--- src/hdl/rld_pkg.sv ---
package rld_pkg;

  // Default width of the element counter and the expected total
  localparam int unsigned COUNT_BITS_DEF = 24;

  localparam int unsigned CODE_W   = 8;
  localparam int unsigned ELEM_W   = 16;
  localparam int unsigned RUN_W    = 8;
  localparam int unsigned CNT_W    = 2;
  localparam int unsigned EXP_W    = 24;
  localparam int unsigned CFG_IDX_W = 1;
  localparam int unsigned M_DATA_W = 40;
  localparam int unsigned M_USER_W = 2;

  localparam logic [7:0] REPEAT_BIT = 8'h80;
  localparam logic [7:0] LEN_MASK   = 8'h7F;

  // Configuration register indexes
  localparam logic [CFG_IDX_W-1:0] CFG_ELEMENT_MODE   = 1'b0;
  localparam logic [CFG_IDX_W-1:0] CFG_EXPECTED_COUNT = 1'b1;

  // Work handed from the decoder to the result emitter
  typedef struct packed {
    logic              vld;   // a result is due for this byte
    logic [RUN_W-1:0]  cnt;   // elements to emit, 0 for status only
    logic [ELEM_W-1:0] val;   // element value
    logic              done;  // closes the stream
    logic              ok;    // stream status, valid with done
  } rld_job_t;

  // Emitter state seen by the top level for input flow control
  typedef struct packed {
    logic idle;
    logic finishing;
  } rld_emit_stat_t;

endpackage

--- src/hdl/rld_ctrl.sv ---
module rld_ctrl #(
  parameter int unsigned CountBits = rld_pkg::COUNT_BITS_DEF
) (
  input  logic                                clk_i,
  input  logic                                rst_ni,
  input  logic                                cfg_we_i,
  input  logic [rld_pkg::CFG_IDX_W-1:0]       cfg_idx_i,
  input  logic [rld_pkg::EXP_W-1:0]           cfg_wdata_i,
  input  logic                                accept_i,
  input  logic [rld_pkg::CODE_W-1:0]          code_byte_i,
  input  logic                                stream_end_i,
  output rld_pkg::rld_job_t                   job_o
);
  import rld_pkg::*;

  typedef enum logic [2:0] {
    PH_CTRL = 3'b001,
    PH_REP  = 3'b010,
    PH_LIT  = 3'b100
  } phase_e;

  logic                 mode_q;
  logic [EXP_W-1:0]     exp_q;
  phase_e               phase_q, phase_d;
  logic [RUN_W-1:0]     run_q, run_d;
  logic [CountBits-1:0] prod_q, prod_d;
  logic [7:0]           hold_q, hold_d;
  logic                 have_q, have_d;
  logic                 err_q, err_d;

  logic [31:0]          exp_ext;
  logic [CountBits-1:0] target;
  logic [RUN_W-1:0]     len;
  logic [CountBits:0]   sum;
  logic [ELEM_W-1:0]    val;
  rld_job_t             job;

  assign exp_ext = 32'(exp_q);
  assign target  = exp_ext[CountBits-1:0];
  assign len     = (code_byte_i & LEN_MASK) + RUN_W'(1);
  assign sum     = {1'b0, prod_q} + (CountBits+1)'(len);
  assign val     = mode_q ? {code_byte_i, hold_q} : {8'h00, code_byte_i};

  always_comb begin
    phase_d  = phase_q;
    run_d    = run_q;
    prod_d   = prod_q;
    hold_d   = hold_q;
    have_d   = have_q;
    err_d    = err_q;
    job      = '0;
    job.val  = val;
    if (!err_q) begin
      if (phase_q inside {PH_REP, PH_LIT}) begin
        if (mode_q && !have_q) begin
          hold_d = code_byte_i;
          have_d = 1'b1;
        end else begin
          have_d = 1'b0;
          if (phase_q == PH_REP) begin
            job.cnt = run_q;
            prod_d  = prod_q + CountBits'(run_q);
            run_d   = '0;
            phase_d = PH_CTRL;
          end else begin
            job.cnt = RUN_W'(1);
            prod_d  = prod_q + CountBits'(1);
            run_d   = run_q - RUN_W'(1);
            if (run_q == RUN_W'(1)) begin
              phase_d = PH_CTRL;
            end
          end
        end
      end else begin
        phase_d = PH_CTRL;
        if (prod_q >= target || sum > {1'b0, target}) begin
          err_d = 1'b1;
        end else begin
          run_d   = len;
          have_d  = 1'b0;
          phase_d = ((code_byte_i & REPEAT_BIT) != 8'h00) ? PH_REP : PH_LIT;
        end
      end
    end
    if (stream_end_i) begin
      job.done = 1'b1;
      job.ok   = !err_d && phase_d == PH_CTRL && prod_d == target;
      phase_d  = PH_CTRL;
      run_d    = '0;
      prod_d   = '0;
      hold_d   = '0;
      have_d   = 1'b0;
      err_d    = 1'b0;
    end
    job.vld = accept_i && (job.cnt != '0 || job.done);
  end

  assign job_o = job;

  always_ff @(posedge clk_i or negedge rst_ni) begin
    if (!rst_ni) begin
      mode_q  <= 1'b0;
      exp_q   <= EXP_W'(1);
      phase_q <= PH_CTRL;
      run_q   <= '0;
      prod_q  <= '0;
      hold_q  <= '0;
      have_q  <= 1'b0;
      err_q   <= 1'b0;
    end else begin
      if (cfg_we_i) begin
        case (cfg_idx_i)
          CFG_ELEMENT_MODE:   mode_q <= cfg_wdata_i[0];
          CFG_EXPECTED_COUNT: exp_q  <= cfg_wdata_i;
          default: ;
        endcase
      end
      if (accept_i) begin
        phase_q <= phase_d;
        run_q   <= run_d;
        prod_q  <= prod_d;
        hold_q  <= hold_d;
        have_q  <= have_d;
        err_q   <= err_d;
      end
    end
  end

  // An error parks the decoder in the control phase
  a_err_ctrl: assert property (@(posedge clk_i) disable iff (!rst_ni)
    err_q |-> phase_q == PH_CTRL)
    else $error("error flag set outside control phase");

  // A held low byte only exists inside a run
  a_hold_in_run: assert property (@(posedge clk_i) disable iff (!rst_ni)
    have_q |-> phase_q != PH_CTRL)
    else $error("low byte held outside a run");

  // A run in progress always has elements left
  a_run_left: assert property (@(posedge clk_i) disable iff (!rst_ni)
    (phase_q == PH_REP || phase_q == PH_LIT) |-> run_q != '0)
    else $error("open run with zero length");

endmodule

--- src/hdl/rld_emit.sv ---
module rld_emit (
  input  logic                            clk_i,
  input  logic                            rst_ni,
  input  rld_pkg::rld_job_t               job_i,
  output rld_pkg::rld_emit_stat_t         stat_o,
  output logic                            m_axis_tvalid,
  input  logic                            m_axis_tready,
  output logic [rld_pkg::M_DATA_W-1:0]    m_axis_tdata,
  output logic                            m_axis_tlast,
  output logic [rld_pkg::M_USER_W-1:0]    m_axis_tuser
);
  import rld_pkg::*;

  typedef enum logic [1:0] {
    ST_IDLE = 2'b01,
    ST_EMIT = 2'b10
  } state_e;

  state_e            st_q, st_d;
  logic [RUN_W-1:0]  rem_q, rem_d, rem_nxt;
  logic [ELEM_W-1:0] val_q, val_d;
  logic              done_q, done_d;
  logic              ok_q, ok_d;
  logic              mv_q, mv_d;
  logic [M_DATA_W-1:0] dat_q, dat_d;
  logic              lst_q, lst_d;
  logic [M_USER_W-1:0] usr_q, usr_d;

  logic              step;
  logic              last;
  logic [CNT_W-1:0]  take;

  assign step    = (st_q == ST_EMIT) && (!mv_q || m_axis_tready);
  assign take    = (rem_q >= RUN_W'(2)) ? CNT_W'(2) : CNT_W'(rem_q);
  assign rem_nxt = rem_q - RUN_W'(take);
  assign last    = (rem_nxt == '0);

  assign stat_o.idle      = (st_q == ST_IDLE);
  assign stat_o.finishing = step && last;

  always_comb begin
    st_d   = st_q;
    rem_d  = rem_q;
    val_d  = val_q;
    done_d = done_q;
    ok_d   = ok_q;
    mv_d   = mv_q && !m_axis_tready;
    dat_d  = dat_q;
    lst_d  = lst_q;
    usr_d  = usr_q;
    if (step) begin
      rem_d = rem_nxt;
      mv_d  = 1'b1;
      dat_d = {(M_DATA_W-2*ELEM_W-CNT_W)'(0), take,
               (take == CNT_W'(2)) ? val_q : ELEM_W'(0),
               (take != '0) ? val_q : ELEM_W'(0)};
      lst_d = last;
      usr_d = {last && ok_q, last && done_q};
      if (last) begin
        st_d = ST_IDLE;
      end
    end
    if (job_i.vld) begin
      st_d   = ST_EMIT;
      rem_d  = job_i.cnt;
      val_d  = job_i.val;
      done_d = job_i.done;
      ok_d   = job_i.ok;
    end
  end

  always_ff @(posedge clk_i or negedge rst_ni) begin
    if (!rst_ni) begin
      st_q <= ST_IDLE;
      mv_q <= 1'b0;
    end else begin
      st_q <= st_d;
      mv_q <= mv_d;
    end
  end

  always_ff @(posedge clk_i) begin
    rem_q  <= rem_d;
    val_q  <= val_d;
    done_q <= done_d;
    ok_q   <= ok_d;
    dat_q  <= dat_d;
    lst_q  <= lst_d;
    usr_q  <= usr_d;
  end

  assign m_axis_tvalid = mv_q;
  assign m_axis_tdata  = dat_q;
  assign m_axis_tlast  = lst_q;
  assign m_axis_tuser  = usr_q;

  // New work only lands on a free or just-freed emitter
  a_job_free: assert property (@(posedge clk_i) disable iff (!rst_ni)
    job_i.vld |-> (st_q == ST_IDLE || (step && last)))
    else $error("job loaded while emitter busy");

  // A status-only word is the sole way to run with nothing left
  a_rem_zero: assert property (@(posedge clk_i) disable iff (!rst_ni)
    (st_q == ST_EMIT && rem_q == '0) |-> done_q)
    else $error("empty job without stream close");

  // A step always leaves a word in the output register
  a_step_out: assert property (@(posedge clk_i) disable iff (!rst_ni)
    step |=> mv_q)
    else $error("emitted word lost");

  // Runs never exceed 128 elements
  a_rem_max: assert property (@(posedge clk_i) disable iff (!rst_ni)
    (st_q == ST_EMIT) |-> rem_q <= RUN_W'(128))
    else $error("run length out of range");

endmodule

--- src/hdl/run_length_decoder.sv ---
// Channel  | Dir | Handshake                    | Payload
// s_axis   | in  | s_axis_tvalid/s_axis_tready  | tdata[7:0] code_byte, tlast stream_end
// m_axis   | out | m_axis_tvalid/m_axis_tready  | tdata first/second_value, value_count;
//          |     |                              | tlast run_last; tuser stream_done, ok
// cfg      | in  | cfg_we_i (no back-pressure)  | cfg_idx_i, cfg_wdata_i
//
// Flow: a byte that yields neither elements nor a status word leaves the input
//   free. A byte that yields k elements holds the input while the emitter's down
//   counter hands out two elements a cycle, unless a held output word stalls it;
//   a repeat run of 128 elements holds the input until its final word is sent.
// Reset: rst_ni clears the decoder state, the emitter and the output valid;
//   element_mode resets to 0 and expected_count to 1.
// Stalls: a held output word stalls the emitter, and s_axis_tready drops
//   while the emitter still has words to send for the previous byte.
module run_length_decoder #(
  parameter int unsigned CountBits = rld_pkg::COUNT_BITS_DEF
) (
  input  logic                            clk_i,
  input  logic                            rst_ni,
  // Configuration write port
  input  logic                            cfg_we_i,
  input  logic [rld_pkg::CFG_IDX_W-1:0]   cfg_idx_i,
  input  logic [rld_pkg::EXP_W-1:0]       cfg_wdata_i,
  // Encoded byte stream
  input  logic                            s_axis_tvalid,
  output logic                            s_axis_tready,
  input  logic [rld_pkg::CODE_W-1:0]      s_axis_tdata,  // [7:0] code_byte
  input  logic                            s_axis_tlast,  // stream_end
  // Decoded results
  output logic                            m_axis_tvalid,
  input  logic                            m_axis_tready,
  // [15:0] first_value, [31:16] second_value, [33:32] value_count, [39:34] zero
  output logic [rld_pkg::M_DATA_W-1:0]    m_axis_tdata,
  output logic                            m_axis_tlast,  // run_last
  output logic [rld_pkg::M_USER_W-1:0]    m_axis_tuser   // [0] stream_done, [1] stream_ok
);
  import rld_pkg::*;

  rld_job_t       job;
  rld_emit_stat_t stat;
  logic           accept;

  // Take a byte while the emitter is free, or in the cycle it sends its
  // final word for the previous byte.
  assign s_axis_tready = stat.idle || stat.finishing;
  assign accept        = s_axis_tvalid && s_axis_tready;

  // Decode the byte: track phase, run length, produced count and errors,
  // and hand any resulting elements or stream status to the emitter.
  rld_ctrl #(
    .CountBits (CountBits)
  ) u_ctrl (
    .clk_i        (clk_i),
    .rst_ni       (rst_ni),
    .cfg_we_i     (cfg_we_i),
    .cfg_idx_i    (cfg_idx_i),
    .cfg_wdata_i  (cfg_wdata_i),
    .accept_i     (accept),
    .code_byte_i  (s_axis_tdata),
    .stream_end_i (s_axis_tlast),
    .job_o        (job)
  );

  // Drain the job two elements per word into the output register; the
  // final word carries run_last and, on stream close, the status.
  rld_emit u_emit (
    .clk_i         (clk_i),
    .rst_ni        (rst_ni),
    .job_i         (job),
    .stat_o        (stat),
    .m_axis_tvalid (m_axis_tvalid),
    .m_axis_tready (m_axis_tready),
    .m_axis_tdata  (m_axis_tdata),
    .m_axis_tlast  (m_axis_tlast),
    .m_axis_tuser  (m_axis_tuser)
  );

endmodule

--- config.mk ---
export PLATFORM = sky130hd
export DESIGN_NAME = run_length_decoder
export DESIGN_NICKNAME = d
export VERILOG_FILES = /design/src/hdl/rld_pkg.sv /design/src/hdl/rld_ctrl.sv /design/src/hdl/rld_emit.sv /design/src/hdl/run_length_decoder.sv
export SDC_FILE = /design/constraint.sdc
export NUM_CORES = 1
export LEC_CHECK = 0
export ABC_AREA = 1
export BUFFER_PORTS_ARGS = -buffer_cell sky130_fd_sc_hd__buf_2
export CORE_AREA = 2 2 168 170
export CTS_BUF_LIST = sky130_fd_sc_hd__clkbuf_8
export CTS_CLUSTER_SIZE = 24
export DETAILED_ROUTE_END_ITERATION = 6
export DIE_AREA = 0 0 170 172
export PLACE_DENSITY = 0.57
export SYNTH_ARGS = -nofsm -noshare
export SYNTH_HDL_FRONTEND = slang
export SYNTH_SLANG_ARGS = --single-unit
--- constraint.sdc ---
create_clock -name clk_i -period 4 [get_ports clk_i]
set_input_delay 0.8 -clock clk_i [delete_from_list [all_inputs] [get_ports clk_i]]
set_output_delay 0.8 -clock clk_i [all_outputs]
set_load 0.03 [all_outputs]
* Word-level counts from Yosys, hierarchy flattened
Index checks and enable logic that the tools add are counted.
Storage, ports and cells: output and inout port bits 45, register bits 136, bits of input ports 39
Cells by class: bitwise gates (word level) 1, reductions and logical operators 32, equal/unequal tests 11, order comparisons 3, mux-type cells 45, add/sub/neg operators 6
Operators with widths (count):
- 8-bit two-way mux | 17
- 24-bit two-way mux | 5
- 24-bit by 8-bit adder with 25-bit output | 1
- 25-bit by 24-bit > comparator with 1-bit output | 1
- 24-bit by 1-bit adder with 24-bit output, second input constant | 1
- 24-bit by 8-bit adder with 24-bit output | 1
- 24-bit equality test | 1
- 24-bit >= comparator | 1
- 3-bit two-way mux | 8
- 2-bit nonzero test | 6
- 1-bit logical AND | 10
- 1-bit two-way mux | 10
- 2-bit two-way mux | 5
- 7-bit by 1-bit adder with 8-bit output, second input constant | 1
- 8-bit by 1-bit equality test with 1-bit output, second input constant | 1
- 8-bit by 2-bit >= comparator with 1-bit output, second input constant | 1
- 8-bit zero test | 1
- 4-bit AND reduction | 2
- 8-bit nonzero test | 1
- 8-bit by 1-bit subtractor with 8-bit output, second input constant | 1
- 8-bit by 2-bit subtractor with 8-bit output | 1
- 2-bit AND reduction | 3
- 2-bit equality test, second input constant | 2
- 1-bit zero test | 4
- 10 further kinds | 13

* Depth between registers and ports, before layout
Gate-level depths: netlist (run 1).
word-level depth 15, gate-level depth with buffers 39

* Hierarchy
Synthesis (run 1) repeated with hierarchy kept, for this count alone.
Unflattened totals: cell total of the unflattened synthesis 1180, area total of the unflattened synthesis 9245.1 sq um
By module, submodules not included:
- rld_ctrl | cells an instance 974, area each 6620.1 sq um, instances 1, seq. area each 1754.2 sq um
- rld_emit | cells an instance 202, area each 2607.5 sq um, instances 1, seq. area each 1968.1 sq um
- run_length_decoder | cells an instance 4, area each 17.5 sq um, instances 1, seq. area each 0.0 sq um

* Least setup slack after synthesis (run 1)
No wires, ideal clock.
kind input port to flip-flop, start input port s_axis_tdata[2] (netlist name), end register u_ctrl.run_q[4], library setup time 121 ps, arrival 4549 ps, path slack -670 ps, required time 3879 ps, stages 35, cells stage by stage inv_1 > nor3_1 > nand2_1 > nor2_1 > inv_1 > nor2_1 > inv_1 > nand2_1 > inv_1 > ha_1 > nand2_1 > o21ai_0 > a21oi_1 > inv_1 > a21oi_1 > nor2_1 > inv_1 > nor3_1 > nand2_1 > nor2_1 > xor2_1 > inv_1 > ha_1 > nand4_1 > nor3_1 > nand4_1 > nand2_1 > nand2_1 > nand2_1 > nand2_1 > nor2_2 > nand2_2 > buf_6 > nand2_2 > o21ai_2
Between the ends: longest elaborated chain between the ends 6, elaborated cells between the ends (all ways) 10
Ends and longest elaborated chain:
- from (decl) | line run_length_decoder.sv:27 | input logic [rld_pkg::CODE_W-1:0] s_axis_tdata,
- 7-bit by 1-bit adder with 8-bit output * | line rld_ctrl.sv:40 | assign len = (code_byte_i & LEN_MASK) + RUN_W'(1);
- 24-bit by 8-bit adder with 25-bit output | line rld_ctrl.sv:41 | assign sum = {1'b0, prod_q} + (CountBits+1)'(len);
- 25-bit by 24-bit > comparator with 1-bit output | line rld_ctrl.sv:76 | if (prod_q >= target || sum > {1'b0, target}) begin
- 1-bit logical OR | line rld_ctrl.sv:76
- 3-bit by 2-bit inequality test with 1-bit output (no line)
- 4-bit AND reduction (no line)
- to (signal assigned) | line rld_ctrl.sv:120 | run_q <= run_d;
- to (decl) | line rld_ctrl.sv:25 | logic [RUN_W-1:0] run_q, run_d;
Mark *: on every way between the ends. The rest lies on a longest branch, timed or not. The select of a mux whose other input is x is not followed. A chain may end at the register's enable or synchronous reset.

* Worst setup path in the final report (run 1)
start input port s_axis_tdata[1] (netlist name), end register u_ctrl.run_q[1]
The elaborated chain is that of the path after synthesis.

==> results.yml, run 1 <==
sta:
  finalCritPeriodShare_pct: 105.3
  setup_violations: 14
  setup_ws_ns: -0.2109
  grt_setup_unrepaired: "true"
  fin_skew_ns: 0.01559
  finalHoldViolCount: 0
  worst_slew_pin_slew_ns: 1.178
  max_freq_ghz: 0.2375
  slew_violations: 0
  min_period_ns: 4.211
  relSlewSlack_pct: 21.21
critical_path:
  critPathSlowestCell: "ha_4"
  end_kind: "register"
  cp.required_ns: 4.36
  path_buf_inv: 8
  cp_common_cell: "nand2_2"
  criticalPathCategory: "in2reg"
  reg2reg_from: "u_ctrl.prod_q[0]"
  path_max_fanout: 7
  ff2ff_path_depth: 27
  start_kind: "input port"
  cp_data_arrival_time_ns: 4.57
  ff2ff_setup_slack_ns: 0.24
  r2r-end: "u_ctrl.run_q[1]"
  cpPeakStageDelay_ns: 0.28
  cpLargestDelayFamily: "simple AND/OR/NAND/NOR gates"
logic_synthesis:
  synth_top_family_by_area: "simple AND/OR/NAND/NOR gates"
  synth-edff-count: 63
  syn_area_per_cell_um2: 7.481
  ys.flop_type: "dfrtp_1"
  ys_ff_latch: 136
  synth-xor-area-share_pct: 3.119
  synthTopCellsByCount: "nand2_1 (320), inv_1 (196), nor2_1 (148)"
  synthMuxAreaShare_pct: 0
  synth.largest_area_cell: "edfxtp_1"
  syn_area_um2: 9427
  async_reset_ff_share_pct: 53.68
  synth_cell_type_count: 45
  ys_top_cells_by_area: "edfxtp_1 (20%), dfrtp_1 (19%), nand2_1 (13%), ha_1 (9.2%), inv_1 (7.8%)"
  seq_area_frac_synth_pct: 39.49
  synth_most_common_cell: "nand2_1"
  yosysWarnings: 0
  yosysTopAreaCellShare_pct: 20.07
  synth_compound_area_share_pct: 9.504
  yosys.area_share.simple_pct: 28.35
  synthAdderAreaFrac_pct: 9.583
  syn_inst: 1260
routing:
  wl_um: 25970
  dr_total_vias: 8495
  routed_via_density: 4.824
  drt_iter0_markers: 397
  drc: 0
  wire_per_inst_um: 14.75
  ant_nets: 0
  first_pass_iters: 5
placed_design:
  placed_cells: 1718
  post-dp-hpwl_um: 19890
  place.gp.congestion: 0.9418
  port_buffers: 77
global_route:
  overflow: 0
  use_met2_pct: 32.14
  met3_usage_pct: 2.907
  grt_use_met1_pct: 22.78
  grt_max_degree: 74
  antenna_found_initial: 0
  grt_pass1_wl_um: 41560
  grt.busiest_layer: "met2"
  grt_pass1_vias: 8073
  grt_use_total_pct: 18.26
power:
  power.switching_mw: 3.004
  seqPwrFrac_pct: 34.5
  combPwrFrac_pct: 47.3
  power_density_nw_per_um2: 590.8
  ir_drop_mv: 0.2507
  internal_power_mw: 3.699
  power_leakage_nw: 5.752
  clockPowerShare_pct: 18.2
  switching_share_pct: 44.81
finish:
  fill_cells: 2824
  finish.net_count: 1512
  final_cell_count_no_fill: 1761
  syn2layout_area_growth_pct: 20.36
  multi_input_area_um2: 5054
  antenna_cells: 0
  final_util_pct: 41.29
  seqCellArea_um2: 3722
  layout-drive-gt1-share_pct: 19.08
die:
  fp.dieW_um: 170
  ios: 84
  die-area_um2: 29240
  rows: 61
  fp.dieH_um: 172
  coreArea_um2: 27480
  start_util_pct: 34.31
clock_network:
  cts_htree_levels: 4
  clk_pin_slew_ns: 0.09
  insertion_delay_ns: 0.47
  cts_buffers: 17
  cts_buffer_depth: 2
  cts_hold_buf: 0
  clock_tree.root_cell: "clkbuf_8"
  cts_sinks: 136
  cts_tree: "done"
flow_run:
  maxCapViolCount: 0
min_path:
  hp-class: "in2async"
run_status:
  outcome: "complete, but fails checks"
  violations: "negative setup slack"
## cells by family after synthesis
group                      count (synthesis)
and+or+nand+nor                          627
adders and majority gates                 71
DFF                                      136
AOI/OAI and AO/OA                        161
xor gates and xnor gates                  32
buffers and inverters                    231
other                                      2
## flip-flops by register name, indices dropped and copies added, names as in the netlist, 2 cells and up
name and count:
u_ctrl.phase_q 3, u_ctrl.run_q 8, u_emit.val_q 16, u_ctrl.prod_q 24
u_emit.m_axis_tdata 34, u_emit.st_q 2, u_emit.m_axis_tuser 2, u_ctrl.hold_q 8
u_ctrl.exp_q 24, u_emit.rem_q 8
## routing by layer
metal	part of all wire, %	vias up
met1	44	3933
met5	0	-
met3	3.6	38
li1	-	4356
met2	50	168
met4	2.5	0
## repair_timing
| action | 4_1_cts | 5_1_grt |
|---|---|---|
| endpoints found under the setup margin | 14 | 14 |
| pin swaps | 19 | 19 |
| gates resized for setup | 38 | 18 |
| setup buffers | 7 | 3 |
| gates cloned | 1 | 0 |
## metrics by stage
stage	setup TNS (ns)	power [mW]	hold slack (ns)	instance area, um2	setup slack [ns]
final	-2.220	6.703	0.4883	11350	-0.2109
after global routing	-6.232	7.259	0.5108	11350	-0.4898
after CTS	-1.954	6.666	0.5097	11260	-0.1994
after detailed placement	-12.34	5.356	0.4941	10650	-0.9993
after global placement	-10.92	5.318	0.4926	10650	-0.8685
after floorplan	-2.231	4.447	0.4716	9532	-0.2888
## layout by cell type (no fill, tap or decap), types with 12 or more instances in the layout
cell type	Yosys	final
nor2_1	148	144
edfxtp_1	63	63
xor2_1	26	24
dfrtp_1	70	70
inv_1	196	189
nand2_1	320	303
o22ai_1	23	22
clkbuf_8	0	17
nand4_1	19	19
nor3_1	16	12
buf_2	9	73
buf_4	6	72
o21ai_1	11	13
nand2_2	6	21
nand3_1	91	89
ha_1	69	64
a21oi_1	67	60
o21ai_0	38	33
## power by group through the flow
stage                     combinational (mW)  sequential (mW)  clock [mW]
final                                   3.17             2.31        1.22
after global routing                    3.59             2.37        1.30
after CTS                               3.11             2.31        1.25
after detailed placement                3.03             2.33           0
after global placement                  2.99             2.33           0
after floorplan                         1.95             2.49           0
## worst max path at each step
stage / cells past startpoint / from / slack [ns] / endpoint
final: 35 / s_axis_tdata[1] / -0.21 / u_ctrl.run_q[1]
after global routing: 38 / s_axis_tdata[1] / -0.49 / u_ctrl.run_q[2]
after CTS: 33 / s_axis_tdata[0] / -0.20 / u_ctrl.run_q[2]
after detailed placement: 35 / s_axis_tdata[2] / -1.0 / u_ctrl.run_q[2]
after global placement: 33 / s_axis_tdata[0] / -0.87 / u_ctrl.run_q[1]
after floorplan: 38 / s_axis_tdata[2] / -0.29 / u_ctrl.run_q[4]
## layout make-up
cell class / count / share of cell area (%)
multi-input combinational: 899 / 44.54
sequential: 136 / 32.81
timing repair buffer: 149 / 8.524
inverter: 199 / 6.716
tap: 346 / 3.816
clock buffer: 17 / 2.062
clock inverter: 15 / 1.533
(Power assumes the default switching activity.)
==> run 2, diff against run 1 <==
--- a/config.mk
+++ b/config.mk
@@ -5,13 +5,12 @@
 export SDC_FILE = /design/constraint.sdc
 export NUM_CORES = 1
 export LEC_CHECK = 0
-export ABC_AREA = 1
 export BUFFER_PORTS_ARGS = -buffer_cell sky130_fd_sc_hd__buf_2
-export CORE_AREA = 2 2 168 170
+export CORE_AREA = 2 2 166 168
 export CTS_BUF_LIST = sky130_fd_sc_hd__clkbuf_8
 export CTS_CLUSTER_SIZE = 24
 export DETAILED_ROUTE_END_ITERATION = 6
-export DIE_AREA = 0 0 170 172
+export DIE_AREA = 0 0 168 170
 export PLACE_DENSITY = 0.57
 export SYNTH_ARGS = -nofsm -noshare
 export SYNTH_HDL_FRONTEND = slang
==> run 2 against run 1 <==
Against the previous run: the flow still finishes with violations (negative setup slack); combinational power rose by 10%; utilization increased by 2.2 points; area after synthesis fell by 2.2%; sequential share of layout area down 0.71 points; sequential cell count stayed put; worst hold slack barely moved; via count decreased by 8.3%; routed wire length is 0.60% lower; clock-buffer cell count unchanged; setup slack lost 0.024 ns; non-clock buffer count rose by 37; highest routed layer unchanged.
==> results.yml, run 2 <==
placed_design:
  port_buffers: 77
  pre_cts_slack_ns: -0.8965
  post-dp-hpwl_um: 19290
  placed_cells: 1430
  placed_area_um2: 10670
  place.gp.congestion: 0.9451
finish:
  syn2layout_area_growth_pct: 25.75
  final_util_pct: 43.52
  layout-drive-gt1-share_pct: 29.24
  final_cell_count_no_fill: 1473
  layout_common_cells: "buf_4 (105), nand2_1 (78), buf_2 (70), dfrtp_1 (70), edfxtp_1 (63)"
  antenna_cells: 0
  final_cell_area_um2: 11600
  layout_commonest_cell: "buf_4"
  largest_reg_flops: 34
  finish.net_count: 1229
logic_synthesis:
  ys_ff_latch: 136
  seq_area_frac_synth_pct: 40.36
  async_reset_ff_share_pct: 53.68
  synth-edff-count: 63
  synth.largest_area_cell: "edfxtp_1"
  yosysWarnings: 0
  syn_area_um2: 9224
  syn_area_per_cell_um2: 9.598
  yosysTopAreaCellShare_pct: 20.51
  synthTopCellsByCount: "nand2_1 (80), dfrtp_1 (70), o21ai_0 (70)"
  syn_inst: 961
  ys_top_cells_by_area: "edfxtp_1 (21%), dfrtp_1 (19%), ha_1 (9.4%), mux2_2 (4.5%), xnor2_1 (3.9%)"
  synth_cell_type_count: 72
  ys.flop_type: "dfrtp_1"
  synth_most_common_cell: "nand2_1"
sta:
  max_freq_ghz: 0.2362
  worst_slew_pin_slew_ns: 1.017
  setup_ws_ns: -0.2345
  min_period_ns: 4.234
  timing.hold.ws_ns: 0.4879
  setup_violations: 9
  relSlewSlack_pct: 32.23
  grt_setup_unrepaired: "true"
  slew_violations: 0
  finalHoldViolCount: 0
  fin_skew_ns: 0.02087
  finalCritPeriodShare_pct: 105.9
die:
  fp.dieH_um: 170
  rows: 60
  coreArea_um2: 26650
  start_util_pct: 34.61
  fp.dieW_um: 168
  die-area_um2: 28560
  ios: 84
routing:
  dr_total_vias: 7793
  drt_iter0_markers: 506
  drc: 0
  wire_per_inst_um: 17.53
  routed_via_density: 5.291
  wl_um: 25820
  first_pass_iters: 5
  ant_nets: 0
clock_network:
  clk_pin_slew_ns: 0.10
  cts_buffers: 17
  cts_sinks: 136
  cts_tree: "done"
  cts_buffer_depth: 2
  insertion_delay_ns: 0.46
  cts_htree_levels: 4
  clock_tree.root_cell: "clkbuf_8"
critical_path:
  end_kind: "register"
  criticalPathCategory: "in2reg"
  cp-startpoint: "s_axis_tdata[4]"
  start_kind: "input port"
  reg2reg_from: "u_ctrl.prod_q[0]"
  path_max_fanout: 5
  cp.required_ns: 4.33
  cp_data_arrival_time_ns: 4.57
power:
  power_density_nw_per_um2: 599.3
  combPwrFrac_pct: 50.2
  seqPwrFrac_pct: 31.3
  switching_share_pct: 42.32
  ir_drop_mv: 0.2287
  internal_power_mw: 4.009
  clockPowerShare_pct: 18.5
  power.switching_mw: 2.941
  power_leakage_nw: 4.858
run_status:
  violations: "negative setup slack"
  outcome: "complete, but fails checks"
global_route:
  antenna_found_initial: 0
  grt_pass1_vias: 7581
  overflow: 0
  grt_pass1_wl_um: 41080
  grt_use_total_pct: 18.38
  grt_max_degree: 74
flow_run:
  maxCapViolCount: 0
min_path:
  min_from: "u_ctrl.hold_q[0]"
  hp-class: "reg2reg"
==> run 2: cell type report <==
class | count | area (um2)
clock buffers | 17 | 234.0
clock inverters | 15 | 202.7
fillers | 2573 | 15050
inverters | 44 | 165.2
multi-input cells | 734 | 5577
flip-flops and latches | 136 | 3722
well taps | 341 | 426.7
repair buffers | 186 | 1271
==> run 2: routing by layer <==
| layer | share of wire [%] | global-route usage [%] | vias up |
|---|---|---|---|
| li1 | - | - | 3803 |
| met1 | 48 | 25.39 | 3768 |
| met4 | 1.9 | 6.087 | 0 |
| met2 | 46 | 29.81 | 191 |
| met5 | 0 | 0 | - |
| met3 | 4.3 | 2.442 | 31 |
==> run 2: kinds of logic (layout without fill, tap and decap cells) <==
| family | count (synthesis) | count (layout) | share of synthesized area [%] |
|---|---|---|---|
| other | 2 | 7 | 0.08142 |
| and+or+nand+nor | 327 | 327 | 18.64 |
| buffers and inverters | 96 | 262 | 4.449 |
| DFF | 136 | 136 | 40.36 |
| muxes | 39 | 39 | 4.734 |
| xor gates and xnor gates | 69 | 69 | 6.552 |
| adders and majority gates | 71 | 71 | 9.794 |
| AOI/OAI and AO/OA | 221 | 221 | 15.40 |
==> run 2: metrics by stage <==
stage               power [mW]  TNS (ns)
floorplan                4.309    -1.838
global placement         5.329    -9.447
detailed placement       5.358    -9.784
CTS                      6.796    -1.634
global route             7.422    -3.486
finish                   6.951    -1.568
==> run 2: path summary, 6_finish.rpt <==
path	cells past startpoint	end	slack, ns
min reg2reg	2	u_ctrl.hold_q[0]	0.49
min in group asynchronous	1	u_ctrl.exp_q[6]	0.50
max	19	u_ctrl.run_q[7]	-0.23
min	2	u_ctrl.hold_q[0]	0.49
max in group asynchronous	1	u_ctrl.mode_q	2.82
max reg2reg	19	u_ctrl.run_q[7]	0
==> run 2: what timing repair did <==
| action | CTS | global route |
|---|---|---|
| endpoints found under the setup margin | 15 | 15 |
| gates resized for setup | 34 | 46 |
| setup buffers | 5 | 8 |
| pin swaps | 28 | 29 |
| hold buffers | 0 | 0 |
==> run 2: power groups by stage <==
stage / Clock (mW) / Sequential [mW] / Combinational (mW)
6_report: 1.29 / 2.18 / 3.49
5_1_grt: 1.37 / 2.22 / 3.83
4_1_cts: 1.32 / 2.17 / 3.31
3_5_place_dp: 0 / 2.21 / 3.15
3_3_place_gp: 0 / 2.20 / 3.13
2_1_floorplan: 0 / 2.39 / 1.92
==> run 2: worst max-delay path, stage by stage <==
cell	delay (ns)
buf_6	0.09
and3_4	0.18
and3_4	0.17
xor2_4	0.18
ha_4	0.30
nand2_4	0.05
o31a_1	0.30
a221oi_4	0.36
nand3_1	0.15
xnor2_1	0.16
ha_1	0.32
a21oi_2	0.14
nor3_2	0.06
nor3_2	0.25
o2111ai_2	0.14
nand3_2	0.13
a21oi_4	0.08
o31ai_4	0.37
mux2_4	0.34
